**config.mk**
```make
export PLATFORM = sky130hd
export DESIGN_NAME = c_char_constant_decoder_top
export DESIGN_NICKNAME = d
export VERILOG_FILES = /design/src/rtl/core/ccd_pkg.sv /design/src/rtl/core/ccd_fifo.sv /design/src/rtl/core/ccd_front.sv /design/src/rtl/core/ccd_back.sv /design/src/rtl/core/c_char_constant_decoder_top.sv
export VERILOG_INCLUDE_DIRS = /design/src /design/src/rtl/core
export SDC_FILE = /design/constraint.sdc
export NUM_CORES = 1
export LEC_CHECK = 0
export BUFFER_PORTS_ARGS = -buffer_cell sky130_fd_sc_hd__buf_2
export CORE_UTILIZATION = 40
export DETAILED_ROUTE_END_ITERATION = 10
export GPL_TIMING_DRIVEN = 0
export PLACE_DENSITY = 0.63
export SYNTH_ARGS = -nofsm -noshare
export SYNTH_HDL_FRONTEND = slang
export SYNTH_HIERARCHICAL = 1
export SYNTH_SLANG_ARGS = --single-unit
```
**constraint.sdc**
```tcl
create_clock -name clk -period 10.63 [get_ports clk]
set_input_delay 1.063 -clock clk [delete_from_list [all_inputs] [get_ports clk]]
set_output_delay 1.063 -clock clk [all_outputs]
set_load 0.1 [all_outputs]
```
**src/rtl/core/assert_macros.svh**
```systemverilog
// Assertion macros shared by the RTL that checks itself.
`ifndef ASSERT_MACROS_SVH
`define ASSERT_MACROS_SVH

// Antecedent implies consequent in the same cycle.
`define CCD_ASSERT_SAME(label, ante, cons, msg) \
  label: assert property (@(posedge clk) disable iff (rst) (ante) |-> (cons)) \
    else $error(msg);

// Antecedent implies consequent in the next cycle.
`define CCD_ASSERT_NEXT(label, ante, cons, msg) \
  label: assert property (@(posedge clk) (ante) |=> (cons)) \
    else $error(msg);

`endif

```
**src/rtl/core/ccd_pkg.sv**
```systemverilog
// Shared types and constants of the character constant decoder.
package ccd_pkg;

  localparam int unsigned TokenDepthDefault  = 4;
  localparam int unsigned ResultDepthDefault = 2;

  localparam logic [1:0] ST_QUOTE   = 2'd0;
  localparam logic [1:0] ST_EOI_BODY = 2'd1;
  localparam logic [1:0] ST_EOI_ESC = 2'd2;

  // One classified source byte.
  typedef struct packed {
    logic [7:0] byte_val;
    logic       eoi;
    logic       is_quote;
    logic       is_bslash;
    logic       is_oct;
    logic       is_x;
    logic       hex_ok;
    logic [3:0] hex_val;
    logic [7:0] esc_map;
  } token_t;

  // One decoded constant.
  typedef struct packed {
    logic [31:0] const_value;
    logic [1:0]  status;
    logic        empty_hex_escape;
  } result_t;

endpackage

```
**src/rtl/core/ccd_fifo.sv**
```systemverilog
// Small first-in first-out queue used between the decoder stages.
module ccd_fifo #(
  parameter int unsigned WIDTH = 8,
  parameter int unsigned DEPTH = 4
) (
  input  logic             clk,
  input  logic             rst,
  input  logic             wr_en,
  input  logic [WIDTH-1:0] wr_data,
  input  logic             rd_en,
  output logic [WIDTH-1:0] rd_data,
  output logic             full,
  output logic             empty
);
  localparam int unsigned AW = (DEPTH > 1) ? $clog2(DEPTH) : 1;
  localparam int unsigned CW = $clog2(DEPTH + 1);

  logic [WIDTH-1:0] mem [DEPTH];
  logic [AW-1:0]    wr_ptr;
  logic [AW-1:0]    rd_ptr;
  logic [CW-1:0]    count;
  logic             do_wr;
  logic             do_rd;

  assign full    = (count == CW'(DEPTH));
  assign empty   = (count == '0);
  assign do_wr   = wr_en && !full;
  assign do_rd   = rd_en && !empty;
  assign rd_data = mem[rd_ptr];

  always_ff @(posedge clk) begin
    if (do_wr) begin
      mem[wr_ptr] <= wr_data;
    end
  end

  always_ff @(posedge clk) begin
    if (rst) begin
      wr_ptr <= '0;
      rd_ptr <= '0;
      count  <= '0;
    end else begin
      if (do_wr) begin
        wr_ptr <= (wr_ptr == AW'(DEPTH - 1)) ? '0 : wr_ptr + 1'b1;
      end
      if (do_rd) begin
        rd_ptr <= (rd_ptr == AW'(DEPTH - 1)) ? '0 : rd_ptr + 1'b1;
      end
      if (do_wr && !do_rd) begin
        count <= count + 1'b1;
      end else if (do_rd && !do_wr) begin
        count <= count - 1'b1;
      end
    end
  end

endmodule

```
**src/rtl/core/ccd_front.sv**
```systemverilog
// Front end: classifies each incoming byte into a token for the scanner.
module ccd_front (
  input  logic            [7:0] byte_in,
  input  logic                  end_of_input,
  output ccd_pkg::token_t       tok
);
  import ccd_pkg::*;

  logic [7:0] b;
  logic       live;

  assign b    = byte_in;
  assign live = !end_of_input;

  always_comb begin
    tok           = '0;
    tok.byte_val  = b;
    tok.eoi       = end_of_input;
    tok.is_quote  = live && (b == 8'h27);
    tok.is_bslash = live && (b == 8'h5C);
    tok.is_oct    = live && (b >= 8'h30) && (b <= 8'h37);
    tok.is_x      = live && ((b == 8'h78) || (b == 8'h58));
    if (live && (b >= 8'h30) && (b <= 8'h39)) begin
      tok.hex_ok  = 1'b1;
      tok.hex_val = b[3:0];
    end else if (live && (((b >= 8'h61) && (b <= 8'h66)) || ((b >= 8'h41) && (b <= 8'h46)))) begin
      // letters a-f and A-F share their low three bits: 1..6 maps to 10..15
      tok.hex_ok  = 1'b1;
      tok.hex_val = 4'(4'd9 + {1'b0, b[2:0]});
    end
    case (b)
      8'h62:   tok.esc_map = 8'd8;
      8'h66:   tok.esc_map = 8'd12;
      8'h6E:   tok.esc_map = 8'd10;
      8'h72:   tok.esc_map = 8'd13;
      8'h74:   tok.esc_map = 8'd9;
      8'h76:   tok.esc_map = 8'd11;
      default: tok.esc_map = b;
    endcase
  end

endmodule

```
**src/rtl/core/ccd_back.sv**
```systemverilog
// Back end: scans tokens through the constant and escape states and builds results.
module ccd_back (
  input  logic             clk,
  input  logic             rst,
  input  ccd_pkg::token_t  tok,
  input  logic             tok_empty,
  output logic             tok_pop,
  input  logic             res_full,
  output logic             res_push,
  output ccd_pkg::result_t res_data
);
  import ccd_pkg::*;

  typedef enum logic [4:0] {
    M_IDLE = 5'b00001,
    M_BODY = 5'b00010,
    M_ESC  = 5'b00100,
    M_OCT  = 5'b01000,
    M_HEX  = 5'b10000
  } mode_t;

  mode_t       mode, mode_next;
  logic [31:0] value_acc, value_acc_next;
  logic [7:0]  escape_acc, escape_acc_next;
  logic [1:0]  escape_digits, escape_digits_next;
  logic        empty_hex_seen, empty_hex_seen_next;
  logic        do_body;
  logic        emit;
  logic [1:0]  emit_status;

  // A token moves only when there is room for the result it might make.
  assign tok_pop = !tok_empty && !res_full;

  always_comb begin
    mode_next           = mode;
    value_acc_next      = value_acc;
    escape_acc_next     = escape_acc;
    escape_digits_next  = escape_digits;
    empty_hex_seen_next = empty_hex_seen;
    do_body             = 1'b0;
    emit                = 1'b0;
    emit_status         = ST_QUOTE;
    if (tok_pop) begin
      case (mode)
        M_IDLE: begin
          if (tok.is_quote) begin
            value_acc_next      = '0;
            escape_acc_next     = '0;
            escape_digits_next  = '0;
            empty_hex_seen_next = 1'b0;
            mode_next           = M_BODY;
          end
        end
        M_BODY: do_body = 1'b1;
        M_ESC: begin
          if (tok.eoi) begin
            value_acc_next = {value_acc[23:0], 8'h00};
            emit           = 1'b1;
            emit_status    = ST_EOI_ESC;
            mode_next      = M_IDLE;
          end else if (tok.is_oct) begin
            escape_acc_next    = {5'b0, tok.byte_val[2:0]};
            escape_digits_next = 2'd1;
            mode_next          = M_OCT;
          end else if (tok.is_x) begin
            escape_acc_next    = '0;
            escape_digits_next = '0;
            mode_next          = M_HEX;
          end else begin
            value_acc_next = {value_acc[23:0], tok.esc_map};
            mode_next      = M_BODY;
          end
        end
        M_OCT: begin
          if (tok.is_oct) begin
            escape_acc_next    = {escape_acc[4:0], tok.byte_val[2:0]};
            escape_digits_next = escape_digits + 2'd1;
            if (escape_digits == 2'd2) begin
              value_acc_next = {value_acc[23:0], escape_acc[4:0], tok.byte_val[2:0]};
              mode_next      = M_BODY;
            end
          end else begin
            value_acc_next = {value_acc[23:0], escape_acc};
            mode_next      = M_BODY;
            do_body        = 1'b1;
          end
        end
        M_HEX: begin
          if (tok.hex_ok) begin
            escape_acc_next    = {escape_acc[3:0], tok.hex_val};
            escape_digits_next = escape_digits + 2'd1;
            if (escape_digits == 2'd1) begin
              value_acc_next = {value_acc[23:0], escape_acc[3:0], tok.hex_val};
              mode_next      = M_BODY;
            end
          end else begin
            if (escape_digits == 2'd0) begin
              empty_hex_seen_next = 1'b1;
            end
            value_acc_next = {value_acc[23:0], escape_acc};
            mode_next      = M_BODY;
            do_body        = 1'b1;
          end
        end
        default: mode_next = M_IDLE;
      endcase

      // Body handling; also reprocesses the byte that ended an escape.
      if (do_body) begin
        if (tok.eoi) begin
          emit        = 1'b1;
          emit_status = ST_EOI_BODY;
          mode_next   = M_IDLE;
        end else if (tok.is_quote) begin
          emit        = 1'b1;
          emit_status = ST_QUOTE;
          mode_next   = M_IDLE;
        end else if (tok.is_bslash) begin
          mode_next = M_ESC;
        end else begin
          value_acc_next = {value_acc_next[23:0], tok.byte_val};
        end
      end
    end
  end

  assign res_push                  = emit;
  assign res_data.const_value      = value_acc_next;
  assign res_data.status           = emit_status;
  assign res_data.empty_hex_escape = empty_hex_seen_next;

  always_ff @(posedge clk) begin
    if (rst) begin
      mode           <= M_IDLE;
      value_acc      <= '0;
      escape_acc     <= '0;
      escape_digits  <= '0;
      empty_hex_seen <= 1'b0;
    end else begin
      mode           <= mode_next;
      value_acc      <= value_acc_next;
      escape_acc     <= escape_acc_next;
      escape_digits  <= escape_digits_next;
      empty_hex_seen <= empty_hex_seen_next;
    end
  end

endmodule

```
**src/rtl/core/c_char_constant_decoder_top.sv**
```systemverilog
// C character constant decoder: bytes of source text in, decoded constants out.
//
// Input channel: present byte_in and end_of_input with push; the transaction
// completes on a clock edge with push high and full low. Bytes outside a
// constant are dropped; a quote opens a constant.
// Result channel: while empty is low, const_value, status and
// empty_hex_escape hold the oldest constant; pop takes it on a clock edge.
// A result reaches the result ports after the transaction that closes the
// constant (the closing quote or end_of_input): the token queue takes the byte
// at that edge, and the scanner writes the result queue when it pops that token.
// Throughput: one byte per cycle, held while the result queue is full. The front
// classifies each byte into the token queue; the scanner drains it one token a
// cycle whenever the result queue has room.
// Receiver stall: the scanner holds while the result queue is full; the token
// queue then fills and full rises after at most TOKEN_DEPTH more bytes.
// Reset (rst, synchronous): both queues empty, scanner idle, value cleared.
module c_char_constant_decoder_top #(
  parameter int unsigned TOKEN_DEPTH  = ccd_pkg::TokenDepthDefault,
  parameter int unsigned RESULT_DEPTH = ccd_pkg::ResultDepthDefault
) (
  input  logic        clk,
  input  logic        rst,
  input  logic        push,
  output logic        full,
  input  logic [7:0]  byte_in,
  input  logic        end_of_input,
  output logic        empty,
  input  logic        pop,
  output logic [31:0] const_value,
  output logic [1:0]  status,
  output logic        empty_hex_escape
);
  import ccd_pkg::*;
  `include "assert_macros.svh"

  token_t  tok_in;
  token_t  tok_out;
  logic    tok_empty;
  logic    tok_pop;
  logic    res_full;
  logic    res_push;
  result_t res_in;
  result_t res_out;

  ccd_front u_front (
    .byte_in      (byte_in),
    .end_of_input (end_of_input),
    .tok          (tok_in)
  );

  ccd_fifo #(
    .WIDTH ($bits(token_t)),
    .DEPTH (TOKEN_DEPTH)
  ) u_tok_q (
    .clk     (clk),
    .rst     (rst),
    .wr_en   (push),
    .wr_data (tok_in),
    .rd_en   (tok_pop),
    .rd_data (tok_out),
    .full    (full),
    .empty   (tok_empty)
  );

  ccd_back u_back (
    .clk       (clk),
    .rst       (rst),
    .tok       (tok_out),
    .tok_empty (tok_empty),
    .tok_pop   (tok_pop),
    .res_full  (res_full),
    .res_push  (res_push),
    .res_data  (res_in)
  );

  ccd_fifo #(
    .WIDTH ($bits(result_t)),
    .DEPTH (RESULT_DEPTH)
  ) u_res_q (
    .clk     (clk),
    .rst     (rst),
    .wr_en   (res_push),
    .wr_data (res_in),
    .rd_en   (pop),
    .rd_data (res_out),
    .full    (res_full),
    .empty   (empty)
  );

  assign const_value      = res_out.const_value;
  assign status           = res_out.status;
  assign empty_hex_escape = res_out.empty_hex_escape;

  `CCD_ASSERT_SAME(a_res_room, res_push, !res_full, "result written into a full queue")
  `CCD_ASSERT_SAME(a_tok_avail, res_push, !tok_empty, "result made without a token")
  `CCD_ASSERT_SAME(a_status_code, res_push, res_in.status != 2'd3, "undefined status code")
  `CCD_ASSERT_NEXT(a_reset_empty, rst, empty, "result queue not empty after reset")

endmodule
```
* After elaboration in Yosys (flattened, before gate mapping)
Memory sizes are Yosys's and may differ from the RTL's. A register that Yosys moved wholly into a read port is not among the register bits. Cells that the tools add are included.
Storage, ports and cells: bits in read-only memories 0, bits in registers 59, bits in writable memories 174, bits of input ports 13, memories 2, bits in latches 0, output and inout bits 37, logic and storage cells 173
Memory list:
- u_tok_q.mem | words 4, width 26, read ports 1, clocked after memory_dff 1, wr ports 1, line ccd_fifo.sv:18 | logic [WIDTH-1:0] mem [DEPTH];
- u_res_q.mem | words 2, width 35, read ports 1, clocked after memory_dff 1, wr ports 1, line ccd_fifo.sv:18
Operators by class: $add $sub $neg 10, shift-type cells 0, multipliers 0, equal/unequal tests 26, $lt $le $gt $ge 7, reductions and logical operators 36, divide/modulo/power cells 0, bitwise gates (word level) 0, mux-type cells 81
Operators by type and width (number):
- $mux W32 | 13
- $pmux W32 S4 | 1
- $eq A8 B7 Y1 const B | 9
- $mux W5 | 14
- $mux W8 | 6
- $pmux W8 S6 | 1
- $mux W2 | 18
- $pmux W8 S4 | 1
- $pmux W5 S5 | 1
- $mux W1 | 21
- $logic_and A1 B1 Y1 | 18
- $ge A8 B7 Y1 const B | 2
- $le A8 B6 Y1 const B | 2
- $le A8 B7 Y1 const B | 2
- $logic_not A1 Y1 | 9
- $add A2 B1 Y2 const B | 4
- $eq A2 B2 Y1 const B | 4
- $eq A8 B6 Y1 const B | 1
- $ge A8 B6 Y1 const B | 1
- $ne A2 B2 Y1 const B | 4
- $pmux W2 S4 | 1
- $reduce_and A7 Y1 | 1
- $mux W3 | 2
- $eq A5 B1 Y1 const B | 1
- 19 further kinds | 23

* Depth between registers and ports, before layout
depth in word-level cells 11, depth in mapped cells 14, gate-level depth less buffers 12

* By module
Netlist, hierarchy kept.
By module, submodules not included:
- ccd_fifo (u_tok_q) | area an instance 4244.1 µm², cells an instance 186, seq. area each 3303.2 µm², instances 1
- ccd_back | area an instance 3573.4 µm², cells an instance 461, seq. area each 960.9 µm², instances 1
- ccd_fifo (u_res_q) | area an instance 2738.9 µm², cells an instance 134, seq. area each 2202.1 µm², instances 1
- ccd_front | area an instance 475.5 µm², cells an instance 68, seq. area each 0.0 µm², instances 1

* Worst setup path before layout
Ideal clock, no wire load.
path kind flip-flop to flip-flop, start point register with a tool-made name, end point memory u_res_q/mem[0][0] in the netlist's numbering (enable), data arrival time 3425 ps, stages on the path, launching flop included 12, required time 10240 ps, path buffers 2, period minus slack after synthesis 3815 ps, library setup time 390 ps, path slack 6815 ps, path through dfxtp_1 > buf_6 > buf_4 > mux4_2 > or3b_2 > a21o_1 > nand2_1 > nand2_1 > o21bai_1 > inv_1 > or3_1 > inv_1
RTL lines (line):
- end, declared | ccd_fifo.sv:18

==> impl_metrics.env <==
export IMPL_clock_latency_ns=0.52
export IMPL_status="completed"
export IMPL_clockRootBuffer="clkbuf_16"
export IMPL_crit_fanout=35
export IMPL_max_slew_margin_rel_pct=41.34
export IMPL_crit_path_cell_trace="clkbuf_1 -> buf_2 -> mux4_2 -> or3b_2 -> a21o_1 -> nand2_1 -> nand2_1 -> o21bai_1 -> inv_1 -> or3_1 -> inv_2"
export IMPL_switching_share_pct=37.39
export IMPL_clk_pin_slew_ns=0.06
export IMPL_fin_util_pct=46.15
export IMPL_min_path_cells=2
export IMPL_fin_crit_ns=4.231
export IMPL_synth_avg_cell_area_um2=12.99
export IMPL_synth_edff_count=174
export IMPL_routed_via_density=5.775
export IMPL_grt_max_degree=36
export IMPL_finalClockSkew_ns=0.01044
export IMPL_dp_hpwl_mm=18.30
export IMPL_via_count=7409
export IMPL_coreArea_mm2=0.02703
export IMPL_grt_pass1_vias=7203
export IMPL_switchingPower_mw=1.094
export IMPL_hold_viol=0
export IMPL_crit_slowest_cell="inv_2"
export IMPL_yosysUniqueCellTypes=82
export IMPL_grt_setup_unrepaired="false"
export IMPL_die_w_um=168.1
export IMPL_grt_usage_pct=18.78
export IMPL_num_antenna_cells=0
export IMPL_io_pins=50
export IMPL_synthToLayoutAreaGrowth_pct=13.05
export IMPL_num_rows=60
export IMPL_min_delay_path_class="reg2reg"
export IMPL_synth_cells=849
export IMPL_async_reset_ff_share_pct=0
export IMPL_holdBufCountCts=0
export IMPL_grt_overflow=0
export IMPL_drtPass1Iterations=5
export IMPL_tightest_slew_ns=0.8799
export IMPL_finalNetCount=954
export IMPL_ff2ff_setup_slack_ns=6.40
export IMPL_wl_per_cell_um=20.63
export IMPL_power_density_mw_per_mm2=234.7
export IMPL_yosys_warnings=6
export IMPL_p_leak_nw=4.241
export IMPL_grt_pass1_wl_mm=41.10
export IMPL_synth_area_mm2=0.01103
export IMPL_worst_r2r_path_depth=11
export IMPL_antenna_found_initial=0
export IMPL_synth_largest_area_cell="edfxtp_1"
export IMPL_post_cts_buffers=0
export IMPL_finalSetupTns_ns=0
export IMPL_internal_power_mw=1.833
export IMPL_io_buffer_count=48
export IMPL_place_gp_congestion=0.9164
export IMPL_cts_tree="yes"
export IMPL_holdCritStartpoint="u_res_q/wr_ptr$_SDFFE_PP0P_"
export IMPL_timing_rr_end="u_res_q/mem[0][2]$_DFFE_PP_"
export IMPL_dieArea_mm2=0.02825
export IMPL_finalCritPeriodShare_pct=39.80
export IMPL_cpPeakStageDelay_ns=0.59
export IMPL_maxCapViolCount=0
export IMPL_crit_arrival_ns=4.38
export IMPL_layout_drive_gt1_share_pct=23.04
export IMPL_pwr_share_comb_pct=33.1
export IMPL_endpoint_kind="flop"
export IMPL_yosys_area_top_type_share_pct=47.36
export IMPL_ir_worst_vdd_mv=0.1381
export IMPL_synth_area_top_cells="edfxtp_1 (47%), dfxtp_1 (11%), mux4_2 (5.3%)"
export IMPL_start_kind="flop"
export IMPL_drt_iter0_drc=695
export IMPL_fin_area_mm2=0.01247
export IMPL_wl_mm=26.47
export IMPL_clock_path_buffers=3
export IMPL_postCtsResizedCells=0
export IMPL_ys_ff_latch=236
export IMPL_slew_viol_final=0
export IMPL_cts_max_level=1
export IMPL_cts_sinks=236
export IMPL_worstPathRequired_ns=10.78
export IMPL_cts_buffers=25
export IMPL_detail_route_antenna_nets=0
export IMPL_floorplan_initialDensity_pct=40.82
export IMPL_synthesis_nets=879
export IMPL_min_to="u_res_q/wr_ptr$_SDFFE_PP0P_"
export IMPL_placed_area_mm2=0.01170
export IMPL_setup_viol=0
export IMPL_synth_flop_cell="edfxtp_1"
export IMPL_critPathKind="reg2reg"
export IMPL_die_h_um=168.1
export IMPL_fillCellCount=2442
export IMPL_ys_seq_area_share_pct=58.61
export IMPL_crit_top_cell="nand2_1"
export IMPL_seq_power_share_pct=38.7
export IMPL_fmax_mhz=236.4
export IMPL_clkPwrFrac_pct=28.1
export IMPL_drc=0
cell usage in the layout, fill, tap and decap left out, types with 5 or more instances in the layout:
| cell | instances |
|---|---|
| ha_1 | 16 |
| and3_1 | 5 |
| o211ai_1 | 8 |
| clkinv_2 | 6 |
| dfxtp_1 | 62 |
| buf_2 | 59 |
| nand3b_1 | 8 |
| a22oi_1 | 21 |
| mux2i_1 | 11 |
| clkbuf_16 | 25 |
| o221ai_1 | 11 |
| or3_1 | 5 |
| xor2_1 | 7 |
| a21boi_0 | 10 |
| nand4_1 | 8 |
| and2_1 | 13 |
| nand3_1 | 15 |
| nor2_1 | 50 |
| buf_4 | 16 |
| mux2_2 | 38 |
| nor3b_1 | 5 |
| o21ai_0 | 34 |
| nand2b_1 | 8 |
| nand2_1 | 56 |
| mux4_2 | 26 |
| a2bb2oi_1 | 8 |
| a211oi_1 | 24 |
| a21oi_1 | 43 |
| buf_6 | 5 |
| inv_1 | 22 |
| edfxtp_1 | 174 |
| clkbuf_1 | 31 |
| nor3_1 | 14 |
worst max-delay path by stage:
stage | cells after the start | startpoint | endpoint
after floorplan | 11 | flop | u_res_q/mem[0][0]$_DFFE_PP_
after global placement | 11 | flop | u_res_q/mem[1][2]$_DFFE_PP_
after detailed placement | 11 | flop | u_res_q/mem[0][2]$_DFFE_PP_
after CTS | 11 | flop | u_res_q/mem[0][2]$_DFFE_PP_
after global routing | 11 | flop | u_res_q/mem[0][8]$_DFFE_PP_
final | 11 | flop | u_res_q/mem[0][2]$_DFFE_PP_
flip-flops by register name (all words and copies together) (netlist names), named ones only:
register,cells
u_res_q/mem,70
u_back/value_acc,32
u_tok_q/mem,104
u_back/escape_digits,2
u_tok_q/rd_ptr,2
u_res_q/rd_ptr,1
u_res_q/wr_ptr,1
u_res_q/count,2
u_tok_q/wr_ptr,2
u_back/empty_hex_seen,1
u_back/mode,5
u_tok_q/count,3
u_back/escape_acc,8
power groups by stage:
stage          clock, mW  combinational [mW]  sequential, mW
2_1_floorplan          0               0.743            1.13
3_3_place_gp           0               0.957            1.15
3_5_place_dp           0               0.963            1.15
4_1_cts            0.842               0.966            1.13
5_1_grt            0.875                1.03            1.14
6_report           0.824               0.969            1.13
Yosys cell counts, drive strengths merged, types with 4 or more instances:
| cell type | instances |
|---|---|
| o21ai | 35 |
| dfxtp | 62 |
| and3 | 10 |
| a211oi | 26 |
| nor3 | 15 |
| mux4 | 26 |
| nand3b | 8 |
| o211ai | 8 |
| nor2 | 51 |
| a21boi | 10 |
| o221ai | 11 |
| a222oi | 4 |
| a22oi | 22 |
| mux2i | 11 |
| o21a | 4 |
| and2 | 15 |
| edfxtp | 174 |
| nor3b | 5 |
| nand2b | 8 |
| nand2 | 57 |
| ha | 16 |
| inv | 23 |
| nand3 | 15 |
| xor2 | 7 |
| mux2 | 38 |
| a2bb2oi | 10 |
| o22ai | 4 |
| buf | 33 |
| a21oi | 46 |
| clkbuf | 27 |
| nor2b | 5 |
| or3 | 6 |
| nand4 | 9 |
| or3b | 4 |
| nor4 | 5 |
layout make-up:
cell class,instances,area (um^2),area share [%]
sequential,236,6466,51.85
buffer,61,346.6,2.779
inverter,24,95.09,0.7624
clock buffer,32,681.9,5.467
tap,341,426.7,3.421
timing repair buffer,48,240.2,1.926
clock inverter,13,90.09,0.7223
multi-input combinational,528,4125,33.08
worst max-delay path, delay by kind of cell, from the launching register on:
family,cells,cell delay [ns]
buf+inv,4,1.40
simple gates,4,1.16
mux,1,0.49
compound gates,2,0.45
flops,1,0.31
through the flow:
step | hold slack, ns | power, mW | setup WS (ns) | instances
after floorplan | 0.4516 | 1.876 | 6.815 | 849
after global placement | 0.4649 | 2.108 | 5.869 | 1238
after detailed placement | 0.4860 | 2.116 | 6.373 | 1238
after CTS | 0.4945 | 2.942 | 6.364 | 1283
after global routing | 0.5310 | 3.051 | 6.168 | 1283
final | 0.4877 | 2.927 | 6.399 | 1283
kinds of logic after synthesis:
family | Yosys count | share of synthesized area, %
fa+ha+maj | 17 | 1.996
compound gates | 209 | 13.88
simple gates | 220 | 10.76
mux | 75 | 10.18
xor+xnor | 7 | 0.5558
flops | 236 | 58.61
buf+inv | 85 | 4.004
per-layer routing:
layer	GRT usage [%]	routed length, um	vias to the layer above
met3	3.832	1796	60
met4	6.522	821	0
li1	-	-	3433
met2	30.83	12480	271
met5	0	0	-
met1	24.78	11370	3645
No activity file was read; power rests on OpenSTA's default activity.
